## src/rtl/cfru_pkg.sv

```systemverilog
package cfru_pkg;

  localparam int SAMPLE_BITS  = 16;
  localparam int TAP_BITS     = 16;
  localparam int TAP_FRAC     = 15;
  localparam int TC_BITS      = 6;
  localparam int TAP_IDX_BITS = 5;

  localparam logic OP_FILTER = 1'b0;
  localparam logic OP_LOAD   = 1'b1;

  localparam logic [TC_BITS-1:0] TAP_COUNT_RESET = 6'd16;

  typedef logic signed [TAP_BITS-1:0] tap_t;

  typedef struct packed {
    logic signed [SAMPLE_BITS-1:0] i;
    logic signed [SAMPLE_BITS-1:0] q;
  } cplx_t;

  typedef struct packed {
    logic                          opcode;
    logic signed [SAMPLE_BITS-1:0] sample_i;
    logic signed [SAMPLE_BITS-1:0] sample_q;
    logic [TAP_IDX_BITS-1:0]       tap_index;
    logic signed [TAP_BITS-1:0]    tap_value;
    logic                          end_of_block;
  } in_item_t;

  typedef struct packed {
    logic signed [SAMPLE_BITS-1:0] out_i;
    logic signed [SAMPLE_BITS-1:0] out_q;
    logic                          block_end;
  } out_item_t;

  // Controls broadcast from the sequencer to every cell of the line.
  typedef struct packed {
    logic hist_shift;
    logic work_load;
    logic work_shift;
    logic tap_rot;
  } cell_ctrl_t;

endpackage

```

## src/rtl/cfru_mac.sv

```systemverilog
module cfru_mac #(
  parameter int MAX_TAPS = 32
) (
  input  logic            clk,
  input  logic            rst_n,
  input  logic            clear,
  input  logic            feed,
  input  cfru_pkg::tap_t  tap,
  input  cfru_pkg::cplx_t smp,
  output cfru_pkg::cplx_t res
);
  import cfru_pkg::*;

  localparam int PROD_W = SAMPLE_BITS + TAP_BITS;
  localparam int ACC_W  = PROD_W + $clog2(MAX_TAPS) + 1;
  localparam int QW     = ACC_W - TAP_FRAC;

  localparam logic signed [ACC_W-1:0] RND_C  = ACC_W'(1) << (TAP_FRAC - 1);
  localparam logic signed [QW-1:0]    SAT_HI = QW'(2 ** (SAMPLE_BITS - 1) - 1);
  localparam logic signed [QW-1:0]    SAT_LO = QW'(-(2 ** (SAMPLE_BITS - 1)));

  logic                     prod_vld_r;
  logic signed [PROD_W-1:0] prod_i_r;
  logic signed [PROD_W-1:0] prod_q_r;
  logic signed [ACC_W-1:0]  acc_i_r;
  logic signed [ACC_W-1:0]  acc_q_r;

  // Round half up, floor shift, then clamp to the sample range.
  function automatic logic signed [SAMPLE_BITS-1:0] finish(
    input logic signed [ACC_W-1:0] acc
  );
    logic signed [ACC_W-1:0] r;
    logic signed [QW-1:0]    q;
    r = acc + RND_C;
    q = QW'(r >>> TAP_FRAC);
    if (q > SAT_HI) begin
      return SAMPLE_BITS'(SAT_HI);
    end else if (q < SAT_LO) begin
      return SAMPLE_BITS'(SAT_LO);
    end
    return SAMPLE_BITS'(q);
  endfunction

  always_ff @(posedge clk) begin
    if (!rst_n) begin
      prod_vld_r <= 1'b0;
    end else begin
      prod_vld_r <= feed;
    end
  end

  always_ff @(posedge clk) begin
    prod_i_r <= tap * smp.i;
    prod_q_r <= tap * smp.q;
  end

  always_ff @(posedge clk) begin
    if (clear) begin
      acc_i_r <= '0;
      acc_q_r <= '0;
    end else if (prod_vld_r) begin
      acc_i_r <= acc_i_r + ACC_W'(prod_i_r);
      acc_q_r <= acc_q_r + ACC_W'(prod_q_r);
    end
  end

  assign res.i = finish(acc_i_r);
  assign res.q = finish(acc_q_r);

endmodule

```

## config.mk

```make
export PLATFORM = sky130hd
export DESIGN_NAME = cfru_mac
export DESIGN_NICKNAME = d
export VERILOG_FILES = /design/src/rtl/cfru_pkg.sv /design/src/rtl/cfru_mac.sv
export SDC_FILE = /design/constraint.sdc
export NUM_CORES = 2
export LEC_CHECK = 0
export BUFFER_PORTS_ARGS = -buffer_cell sky130_fd_sc_hd__buf_2
export CAP_MARGIN = 20
export CORE_MARGIN = 2
export CORE_UTILIZATION = 45
export DETAILED_ROUTE_END_ITERATION = 8
export HOLD_SLACK_MARGIN = 0.06
export SLEW_MARGIN = 20
export SYNTH_ARGS = -nofsm -noshare
export SYNTH_HDL_FRONTEND = slang
export SYNTH_SLANG_ARGS = --single-unit
```

## constraint.sdc

```tcl
create_clock -name clk -period 5.4 [get_ports clk]
set_input_delay 0.27 -clock clk [delete_from_list [all_inputs] [get_ports clk]]
set_output_delay 0.27 -clock clk [all_outputs]
set_load 0.05 [all_outputs]
```

==> impl_metrics.py <==
metrics = {
    "status": {
        "status": "complete, but fails checks",
        "violations": "setup timing",
    },
    "critical_path": {
        "reg2reg_depth": 13,
        "worstPathRequired_ns": 5.75,
        "worst_setup_path_start_kind": "input pin",
        "r2r-end": "acc_q_r[26]$_SDFFE_PP0P_",
        "worst-setup-path-type": "input pin to flip-flop",
        "r2r-start": "acc_q_r[0]$_SDFFE_PP0P_",
        "setup.worst_path.end_class": "flip-flop",
        "arrival_ns": 5.90,
        "reg2reg_setup_slack_ns": 1.94,
        "critPathMaxFanout": 6,
    },
    "timing": {
        "fin_skew_ns": 0.00691,
        "fin_tns_setup_ns": -0.438,
        "worstMarginPinSlew_ns": 0.875,
        "fmaxAchievable_mhz": 180,
        "setup_slack_ns": -0.153,
        "fin_crit_ns": 5.55,
        "hold_viol": 0,
        "slew_viol_final": 0,
        "slew_headroom_pct": 41.4,
        "rsz0062_at_grt": "true",
        "post-route-period-util_pct": 103,
        "setup_viol": 5,
    },
    "hold_path": {
        "min_to": "prod_i_r[0]$_DFF_P_",
        "whs_path_depth": 2,
        "hold_path.startpoint": "smp[16]",
        "min_path_type": "input pin to flip-flop",
    },
    "floorplan": {
        "die_h_um": 255,
        "dieArea_um2": 65100,
        "pin_count": 84,
        "core-area_um2": 62700,
        "start_util_pct": 45.2,
        "die_x_um": 255,
        "rows": 92,
    },
    "cells_and_area": {
        "final_cell_mix": "inv_1 (592), fa_1 (512), nand2_1 (319), buf_4 (288), and2_1 (249)",
        "area_growth_syn_to_layout_pct": 17.1,
        "fin_nets": 4300,
        "final_common_cell": "inv_1",
        "drive_above_1_share_pct": 15.5,
    },
    "global_route": {
        "antenna_found_initial": 3,
        "grt_overflow": 0,
        "track_usage_pct": 22.9,
        "first_global_vias": 23700,
        "grt_max_degree": 47,
        "grt_pass1_wl_mm": 118,
    },
    "clocking": {
        "insertion_delay_ns": 0.46,
        "cts_sinks": 141,
        "cts_root_buffer": "clkbuf_16",
        "clk_path_buf_depth": 2,
        "tritoncts": "done",
        "cts.clk_slew.worst_paths_ns": 0.06,
        "numCtsBuffers": 17,
        "ctsHtreeMaxLevel": 4,
    },
    "synthesis": {
        "synth.distinct_cells": 83,
        "synth_cells": 3194,
        "yosysWarnings": 0,
        "ys_seq_elements": 141,
        "synthesis.area_per_instance_um2": 8.89,
        "syn_nets": 4012,
        "ys_seq_area_share_pct": 9.94,
        "ys_async_sr_fraction_pct": 0,
        "synth_flop_cell": "dfxtp_1",
        "synth_edf_count": 0,
        "netlist_area_um2": 28400,
    },
    "place": {
        "gp_congestion": 0.857,
        "dp_slack_ns": -0.946,
        "port_buffers": 83,
        "hpwl_mm": 59.4,
    },
    "route": {
        "routed_wl_mm": 70.5,
        "first_iter_violations": 1112,
        "ant_nets": 0,
        "drc": 0,
        "vias": 22300,
        "avgRoutedWirePerCell_um": 16.2,
        "avgViaCountPerCell": 5.14,
        "drt-pass1-iter-count": 5,
    },
    "flow_run": {
        "maxCapViolations": 0,
    },
}
## cell families after synthesis
group,synth area share [%]
adder cells (fa/ha/maj),47.7
multiplexers,1.71
XOR/XNOR,5.09
flip-flops,9.94
AO/OA/AOI/OAI,9.11
AND/OR/NAND/NOR,16.9
buffers and inverters,9.61
## registers in the layout, summed over array words and instances, names as in the netlist
signal / count
acc_i_r: 38
acc_q_r: 38
prod_i_r: 32
prod_q_r: 32
prod_vld_r: 1
## metal layers
metal / part of all wire (%) / track usage, % / up-vias
li1: - / - / 10600
met3: 4.3 / 2.34 / 81
met5: 0 / 0 / -
met2: 47 / 37.3 / 475
met4: 2.1 / 6.12 / 0
met1: 47 / 32.4 / 11200
## final cells by class
type / instances / area (µm²)
clock buffer: 20 / 478
multi-input combinational: 2334 / 23400
antenna: 3 / 7.51
inverter: 603 / 2260
fill: 5868 / 29500
clock inverter: 12 / 158
timing repair buffer: 385 / 3080
tap: 846 / 1060
sequential: 141 / 2830
## synthesized netlist by cell type, types with 39 or more instances
library cell  count  share of area, %
inv_1           601               7.9
ha_1            240                11
clkbuf_1        108               1.4
nor2_1          165               2.2
a21o_1           46               1.2
nand3_1          40              0.71
dfxtp_1         141               9.9
and2_1          262               5.8
mux2i_1          46               1.6
fa_1            526                37
o21ai_0          48              0.85
nor3_1           39              0.69
xor2_1           60               1.9
o21ai_1          46              0.81
a21oi_1         112               2.0
nand2_1         321               4.2
xnor2_1         105               3.2
## worst max path at each step
stage                     slack (ns)                   end  depth (start not counted)  startpoint
after floorplan                -0.37  prod_q_r[24]$_DFF_P_                         20      smp[4]
after global placement         -0.80  prod_i_r[31]$_DFF_P_                         25      tap[7]
after detailed placement       -0.95  prod_i_r[31]$_DFF_P_                         24      tap[5]
after CTS                      -0.23  prod_q_r[24]$_DFF_P_                         22      tap[6]
after global routing           -0.39  prod_q_r[25]$_DFF_P_                         25      tap[6]
final                          -0.15  prod_q_r[25]$_DFF_P_                         25      tap[6]
## per-stage QoR
| stage | utilization [%] | cell area [µm²] | cells | hold WS [ns] |
|---|---|---|---|---|
| 4_1_cts | 52.2 | 32800 | 4329 | 0.189 |
| 2_1_floorplan | - | 28700 | 3194 | 0.392 |
| 3_3_place_gp | 50.8 | 31900 | 4290 | 0.474 |
| 5_1_grt | 53.0 | 33200 | 4344 | 0.227 |
| 6_report | 53.0 | 33200 | 4344 | 0.218 |
| 3_5_place_dp | 50.8 | 31900 | 4290 | 0.478 |
## timing repair
action,in CTS,in global routing
pin swaps,38,45
gates resized for setup,44,96
hold endpoints to repair,1,0
endpoints found under the setup margin,18,25
cloned,0,1
setup buffers,5,12
hold buffers,2,0
## critical path: stages
cell	delay [ns]
buf_12	0.10
buf_12	0.13
buf_6	0.12
and2_4	0.13
fa_1	0.47
inv_1	0.05
fa_1	0.45
fa_1	0.50
inv_1	0.05
fa_1	0.46
fa_1	0.49
inv_1	0.05
fa_1	0.49
inv_2	0.05
ha_4	0.21
a21o_1	0.16
a21oi_2	0.11
nor2b_1	0.06
a311oi_2	0.32
o31a_1	0.31
o21bai_1	0.14
a41o_1	0.24
nor4_2	0.30
nor3_2	0.08
xor2_1	0.15
Power is left out: the tool's default activity adds up to more than one toggle a clock period on the data nets, which glitch-free logic cannot reach.
