**config.mk**
```make
export PLATFORM = sky130hd
export DESIGN_NAME = cfru_cell
export DESIGN_NICKNAME = d
export VERILOG_FILES = /design/src/rtl/cfru_pkg.sv /design/src/rtl/cfru_cell.sv
export SDC_FILE = /design/constraint.sdc
export NUM_CORES = 1
export LEC_CHECK = 0
export BUFFER_PORTS_ARGS = -buffer_cell sky130_fd_sc_hd__buf_2
export CORE_MARGIN = 5
export CORE_UTILIZATION = 45
export DETAILED_ROUTE_END_ITERATION = 6
export PLACE_DENSITY = 0.82
export SLEW_MARGIN = 5
export SYNTH_ARGS = -nofsm -noshare
export SYNTH_HDL_FRONTEND = slang
export SYNTH_SLANG_ARGS = --single-unit
```
**constraint.sdc**
```tcl
create_clock -name clk -period 2.3 [get_ports clk]
set_input_delay 0.69 -clock clk [delete_from_list [all_inputs] [get_ports clk]]
set_output_delay 0.69 -clock clk [all_outputs]
set_load 0.03 [all_outputs]
```
**src/rtl/cfru_pkg.sv**
```systemverilog
package cfru_pkg;

  localparam int SAMPLE_BITS  = 16;
  localparam int TAP_BITS     = 16;
  localparam int TAP_FRAC     = 15;
  localparam int TC_BITS      = 6;
  localparam int TAP_IDX_BITS = 5;

  localparam logic OP_FILTER = 1'b0;
  localparam logic OP_LOAD   = 1'b1;

  localparam logic [TC_BITS-1:0] TAP_COUNT_RESET = 6'd16;

  typedef logic signed [TAP_BITS-1:0] tap_t;

  typedef struct packed {
    logic signed [SAMPLE_BITS-1:0] i;
    logic signed [SAMPLE_BITS-1:0] q;
  } cplx_t;

  typedef struct packed {
    logic                          opcode;
    logic signed [SAMPLE_BITS-1:0] sample_i;
    logic signed [SAMPLE_BITS-1:0] sample_q;
    logic [TAP_IDX_BITS-1:0]       tap_index;
    logic signed [TAP_BITS-1:0]    tap_value;
    logic                          end_of_block;
  } in_item_t;

  typedef struct packed {
    logic signed [SAMPLE_BITS-1:0] out_i;
    logic signed [SAMPLE_BITS-1:0] out_q;
    logic                          block_end;
  } out_item_t;

  // Controls broadcast from the sequencer to every cell of the line.
  typedef struct packed {
    logic hist_shift;
    logic work_load;
    logic work_shift;
    logic tap_rot;
  } cell_ctrl_t;

endpackage

```
**src/rtl/cfru_cell.sv**
```systemverilog
module cfru_cell (
  input  logic               clk,
  input  logic               rst_n,
  input  cfru_pkg::cell_ctrl_t ctrl,
  input  logic               tap_wr,
  input  cfru_pkg::tap_t     tap_wdata,
  input  cfru_pkg::cplx_t    hist_in,
  output cfru_pkg::cplx_t    hist_out,
  input  cfru_pkg::cplx_t    work_in,
  output cfru_pkg::cplx_t    work_out,
  input  cfru_pkg::tap_t     tap_in,
  output cfru_pkg::tap_t     tap_out
);
  import cfru_pkg::*;

  cplx_t hist_r;
  cplx_t work_r;
  tap_t  tap_r;

  always_ff @(posedge clk) begin
    if (!rst_n) begin
      hist_r <= '0;
    end else if (ctrl.hist_shift) begin
      hist_r <= hist_in;
    end
  end

  // Working copy of the history that walks toward the read point while a sum runs.
  always_ff @(posedge clk) begin
    if (ctrl.work_load) begin
      work_r <= hist_r;
    end else if (ctrl.work_shift) begin
      work_r <= work_in;
    end
  end

  always_ff @(posedge clk) begin
    if (!rst_n) begin
      tap_r <= '0;
    end else if (tap_wr) begin
      tap_r <= tap_wdata;
    end else if (ctrl.tap_rot) begin
      tap_r <= tap_in;
    end
  end

  assign hist_out = hist_r;
  assign work_out = work_r;
  assign tap_out  = tap_r;

endmodule

```
==> results.yml, run 1 <==
synthesis:
  ys_ff_latch: 80
  synth_top_area_share_pct: 28.3
  synthTopCellsByArea: "dfxtp_1 28%, edfxtp_1 28%, mux2_2 13%, mux2i_1 9.4%, nor2b_1 5.9%"
  yosysSeqAreaShare_pct: 56.5
  syn_area_um2: 3400
  yosysWarningCount: 0
  avgSynthCellArea_um2: 14.0
  yosys.area.top_type: "dfxtp_1"
  syn_inst: 243
  ys_types: 15
  syn_nets: 346
cts:
  root_buffer: "clkbuf_8"
  cts_buffers: 9
  postCtsSetupBuffers: 0
  clkTransAtPathRegs_ns: 0.07
  clkSinkCount: 80
  holdBufCountCts: 0
  clk_latency_ns: 0.33
  htree_levels: 3
  tritoncts: "built"
  clock_path_buffers: 2
  cts_resized: 0
critical_path:
  arrival_ns: 0.93
  path_cells: "buf_2"
  required_ns: 1.61
  crit_path_end_kind: "primary output"
  ff2ff_setup_slack_ns: 1.40
  crit_type: "reg -> out"
  critical_path_buf_inv_count: 1
  max_stage_delay_ns: 0.40
  ff2ff_path_depth: 2
  crit_path_start_kind: "flip-flop"
  reg2reg_from: "tap_out[6]"
  crit_family: "flip-flops"
  cp_max_fo: 1
  crit_slowest_cell: "edfxtp_1"
  r2r-end: "tap_out[6]"
timing:
  fin_skew_ns: 0.00786
  timing.fmax_mhz: 617
  finalSetupViolCount: 0
  hold_viol: 0
  period_needed_ns: 1.62
  rsz0062_at_grt: "false"
  finalCritPeriodShare_pct: 70.5
  maxSlewViolCount: 0
  max_slew_margin_pct: 51.3
  worst_pin_slew_ns: 0.731
  tns_ns: 0
global_routing:
  grt_pass1_wl_um: 13400
  grt_pass1_vias: 2747
  antenna_found_initial: 0
  grt-ovfl-total: 0
  grt_use_total_pct: 17.6
  grt_start_max_net_pins: 49
floorplan:
  rows: 31
  core-area_um2: 7290
  die_area_um2: 9400
  die_h_um: 96.9
  start_util_pct: 46.6
  die_w_um: 96.9
  ios: 183
cells_and_area:
  num_antenna_cells: 0
  area_growth_pct: 34.1
  most-common-layout-cells: "182 x buf_2, 48 x dfxtp_1, 38 x mux2_2"
  design_area_um2: 4560
  final_nets: 526
  layout-drive-gt1-share_pct: 58.5
  multiInputGateArea_um2: 1370
  final_common_cell: "buf_2"
  ff_latch_area_um2: 1920
  fillers: 603
placed_design:
  hpwl_um: 6450
  io_buffers: 182
  place.gp.congestion: 0.811
  placed_area_um2: 4390
routing:
  ant_nets: 0
  routed_wl_um: 8290
  drt-initial-drc-count: 43
  drcViolationCount: 0
  routedWlPerCell_um: 15.8
  firstDrtPassIters: 4
  vias: 2554
  viasPerCell: 4.86
worst_hold_path:
  whs_path_depth: 2
  min_from: "hist_out[29]"
  worstHoldPathType: "reg -> reg"
  min_delay_worst_endpoint: "hist_out[29]"
power_and_ir_drop:
  p_leak_uw: 0.00234
  power_uw: 3250
  p_per_area_nw_per_um2: 713
  ir_drop_mv: 0.444
status:
  status: "complete, no violations"
run:
  drv_cap: 0
==> worst max path at each step <==
| stage | start | to | depth (start not counted) |
|---|---|---|---|
| floorplan | ctrl[2] | work_out[0] | 3 |
| global placement | ctrl[1] | work_out[18] | 2 |
| detailed placement | ctrl[1] | work_out[27] | 2 |
| CTS | hist_out[4] | hist_out[4] | 1 |
| global route | hist_out[16] | hist_out[16] | 1 |
| finish | work_out[2] | work_out[2] | 1 |
==> final cells by class <==
| class | instances | area share [%] |
|---|---|---|
| clock buffers | 10 | 2.80 |
| clock inverters | 4 | 1.04 |
| multi-input cells | 145 | 30.0 |
| flip-flops and latches | 80 | 42.1 |
| well taps | 99 | 2.72 |
| repair buffers | 187 | 21.3 |
==> sequential cells by signal, indices dropped and copies added (netlist names) <==
signal    flops
hist_out     32
tap_out      16
work_out     32
==> stage by stage <==
| step | setup WS, ns | util (%) | instances | hold slack, ns |
|---|---|---|---|---|
| 4_1_cts | 0.659 | 62.5 | 525 | 0.537 |
| 5_1_grt | 0.634 | 62.5 | 525 | 0.556 |
| 3_3_place_gp | 0.496 | 60.1 | 511 | 0.511 |
| 6_report | 0.679 | 62.5 | 525 | 0.535 |
| 3_5_place_dp | 0.476 | 60.1 | 511 | 0.524 |
| 2_1_floorplan | 0.405 | - | 243 | 0.649 |
==> layer usage <==
layer / part of all wire [%] / wire, um / track usage, %
met5: 0 / 0 / 0
met3: 12 / 959 / 9.14
met4: 1.6 / 134 / 5.51
met2: 48 / 3980 / 30.3
met1: 39 / 3210 / 18.6
==> cells in the mapped netlist <==
library cell	number
clkbuf_1	5
buf_4	3
buf_12	1
buf_6	1
mux2_2	38
or2_2	1
nor2b_1	32
edfxtp_1	32
mux2i_1	32
nand2b_1	15
o211a_1	16
mux2_4	10
dfxtp_1	48
or2b_1	1
buf_2	8
==> power by group <==
part	leakage (uW)	switching (uW)	total [uW]	internal [uW]
combinational	0.00152	389	663	274
sequential	0.000739	48.7	1640	1590
clock	0.0000880	463	949	486
==> cells by family (layout without fill, tap and decap cells) <==
| logic type | Yosys count | in the layout | synth area share (%) |
|---|---|---|---|
| compound gates | 16 | 16 | 4.71 |
| buf+inv | 18 | 201 | 3.31 |
| simple gates | 49 | 49 | 9.05 |
| mux | 80 | 80 | 26.4 |
| flops | 80 | 80 | 56.5 |
No activity file was read; power rests on OpenSTA's default activity.
==> run 2, diff against run 1 <==
--- a/config.mk
+++ b/config.mk
@@ -5,9 +5,10 @@
 export SDC_FILE = /design/constraint.sdc
 export NUM_CORES = 1
 export LEC_CHECK = 0
+export ABC_AREA = 1
 export BUFFER_PORTS_ARGS = -buffer_cell sky130_fd_sc_hd__buf_2
 export CORE_MARGIN = 5
-export CORE_UTILIZATION = 45
+export CORE_UTILIZATION = 44
 export DETAILED_ROUTE_END_ITERATION = 6
 export PLACE_DENSITY = 0.82
 export SLEW_MARGIN = 5
==> constraint.sdc (replaced) <==
create_clock -name clk -period 1.6 [get_ports clk]
set_input_delay 0.48 -clock clk [delete_from_list [all_inputs] [get_ports clk]]
set_output_delay 0.48 -clock clk [all_outputs]
set_load 0.03 [all_outputs]
==> results.yml, run 2 <==
status:
  status: "complete, no violations"
global_routing:
  grt_start_max_net_pins: 35
  grt-ovfl-total: 0
  antenna_found_initial: 0
  grt.met3_usage_pct: 7.97
  grt-busiest-layer: "met2"
  grt_use_total_pct: 19.8
  use_met1_pct: 22.9
  grt_use_met2_pct: 34.3
  grt_pass1_vias: 3086
  grt_pass1_wl_um: 14000
synthesis:
  synth-main-ff-cell: "dfxtp_1"
  synth-async-reset-ratio_pct: 0
  yosys.area.top_type: "dfxtp_1"
  synth_edf_count: 32
  post-synth-top-count-cell: "nand2_1"
  yosys-top-cells-count: "144 x nand2_1, 64 x nor2_1, 48 x dfxtp_1"
  syn_inst: 397
  yosysSeqAreaShare_pct: 58.9
  avgSynthCellArea_um2: 8.21
  synth_top_area_share_pct: 29.5
  synthTopCellsByArea: "dfxtp_1 29%, edfxtp_1 29%, nand2_1 17%, nor2_1 7.4%, nand3_1 4.9%"
  yosysWarningCount: 0
  syn_area_um2: 3260
  ys_ff_latch: 80
  syn_nets: 500
  ys_types: 15
cells_and_area:
  area_growth_pct: 36.2
  fillers: 659
  final_nets: 682
  num_antenna_cells: 0
  fin_cells: 683
  multiInputGateArea_um2: 1130
  post-route-util_pct: 61.2
  design_area_um2: 4440
  ff_latch_area_um2: 1920
  final_common_cell: "buf_2"
  most-common-layout-cells: "182 x buf_2, 144 x nand2_1, 64 x nor2_1, 48 x dfxtp_1"
  layout-drive-gt1-share_pct: 36.3
cts:
  clkTransAtPathRegs_ns: 0.08
  holdBufCountCts: 0
  postCtsSetupBuffers: 0
  clk_latency_ns: 0.34
  clock_path_buffers: 2
  root_buffer: "clkbuf_8"
  htree_levels: 3
  cts_resized: 0
  tritoncts: "built"
  cts_buffers: 9
  clkSinkCount: 80
power_and_ir_drop:
  p_leak_uw: 0.00244
  p_per_area_nw_per_um2: 1060
  ir_drop_mv: 0.584
placed_design:
  io_buffers: 182
  placed_area_um2: 4250
  place.gp.congestion: 0.801
  dp.cells: 667
  hpwl_um: 7170
run:
  drv_cap: 0
routing:
  ant_nets: 0
  viasPerCell: 4.73
  drcViolationCount: 0
  drt-initial-drc-count: 93
  routedWlPerCell_um: 13.4
  routed_wl_um: 9170
  vias: 3232
  firstDrtPassIters: 4
timing:
  rsz0062_at_grt: "false"
  finalSetupViolCount: 0
  timing.fmax_mhz: 710
  finalCritPeriodShare_pct: 88.1
  tns_ns: 0
  period_needed_ns: 1.41
  hold_slack_ns: 0.367
  hold_viol: 0
  max_slew_margin_pct: 63.5
  worst_pin_slew_ns: 0.548
  fin_skew_ns: 0.00809
  maxSlewViolCount: 0
floorplan:
  rows: 31
  die_area_um2: 9230
  start_util_pct: 45.0
  ios: 183
  die_w_um: 96.1
  die_h_um: 96.1
  core-area_um2: 7250
critical_path:
  path_cells: "buf_2"
  crit_type: "reg -> out"
  crit_path_end_kind: "primary output"
  crit_family: "flip-flops"
  crit_path_start_kind: "flip-flop"
  cp_max_fo: 3
  max_stage_delay_ns: 0.37
  arrival_ns: 0.93
  required_ns: 1.12
  crit_slowest_cell: "dfxtp_1"
  critical_path_buf_inv_count: 1
worst_hold_path:
  worstHoldPathType: "in -> reg"
[run 2: changes by cell type in the layout (fill, tap and decap cells not counted), sizes merged]
cell	before	now
or2b	1	0
nor2	0	65
clkinv	2	4
o211a	16	0
o21ai	0	32
nor2b	32	0
buf	187	195
nand3	0	32
nand2	0	144
mux2i	32	0
nand2b	15	0
mux2	48	0
inv	0	19
[run 2: power breakdown]
group	switching [uW]	total (uW)	leakage, uW	internal, uW
clock	693	1410	0.0000937	714
sequential	70.0	2360	0.000739	2290
combinational	636	936	0.00161	301
[run 2: per-stage QoR]
| step | total power (uW) | worst slack, ns |
|---|---|---|
| 2_1_floorplan | 2990 | 0.139 |
| 3_3_place_gp | 3330 | 0.208 |
| 3_5_place_dp | 3350 | 0.184 |
| 4_1_cts | 4740 | 0.179 |
| 5_1_grt | 4940 | 0.134 |
| 6_report | 4700 | 0.191 |
[run 2: logic make-up (layout without fill, tap and decap cells)]
kind of cell	after synthesis	in the layout	synth area share, %
AOI/OAI and AO/OA	32	32	4.91
buffers and inverters	43	230	6.48
DFF	80	80	58.9
and+or+nand+nor	242	242	29.7
[run 2: path summary, 6_finish.rpt]
check / to / depth (start not counted) / slack (ns) / from
worst max-delay path: hist_out[9] / 1 / 0.19 / hist_out[9]
worst min-delay path: hist_out[9] / 3 / 0.37 / hist_in[9]
worst max register to register: hist_out[23] / 2 / 0.90 / hist_out[23]
worst min register to register: hist_out[15] / 2 / 0.53 / hist_out[15]
[run 2: final cells by class]
cell class	instances	share of cell area, %
multi-input combinational	274	25.4
clock inverter	6	1.35
timing repair buffer	195	22.7
sequential	80	43.3
tap	99	2.79
inverter	19	1.61
clock buffer	10	2.87
[run 2: layer usage]
layer / vias to the layer above / share of wire [%]
met5: - / 0
li1: 1613 / -
met2: 172 / 48
met3: 6 / 12
met4: 0 / 0.59
met1: 1441 / 39
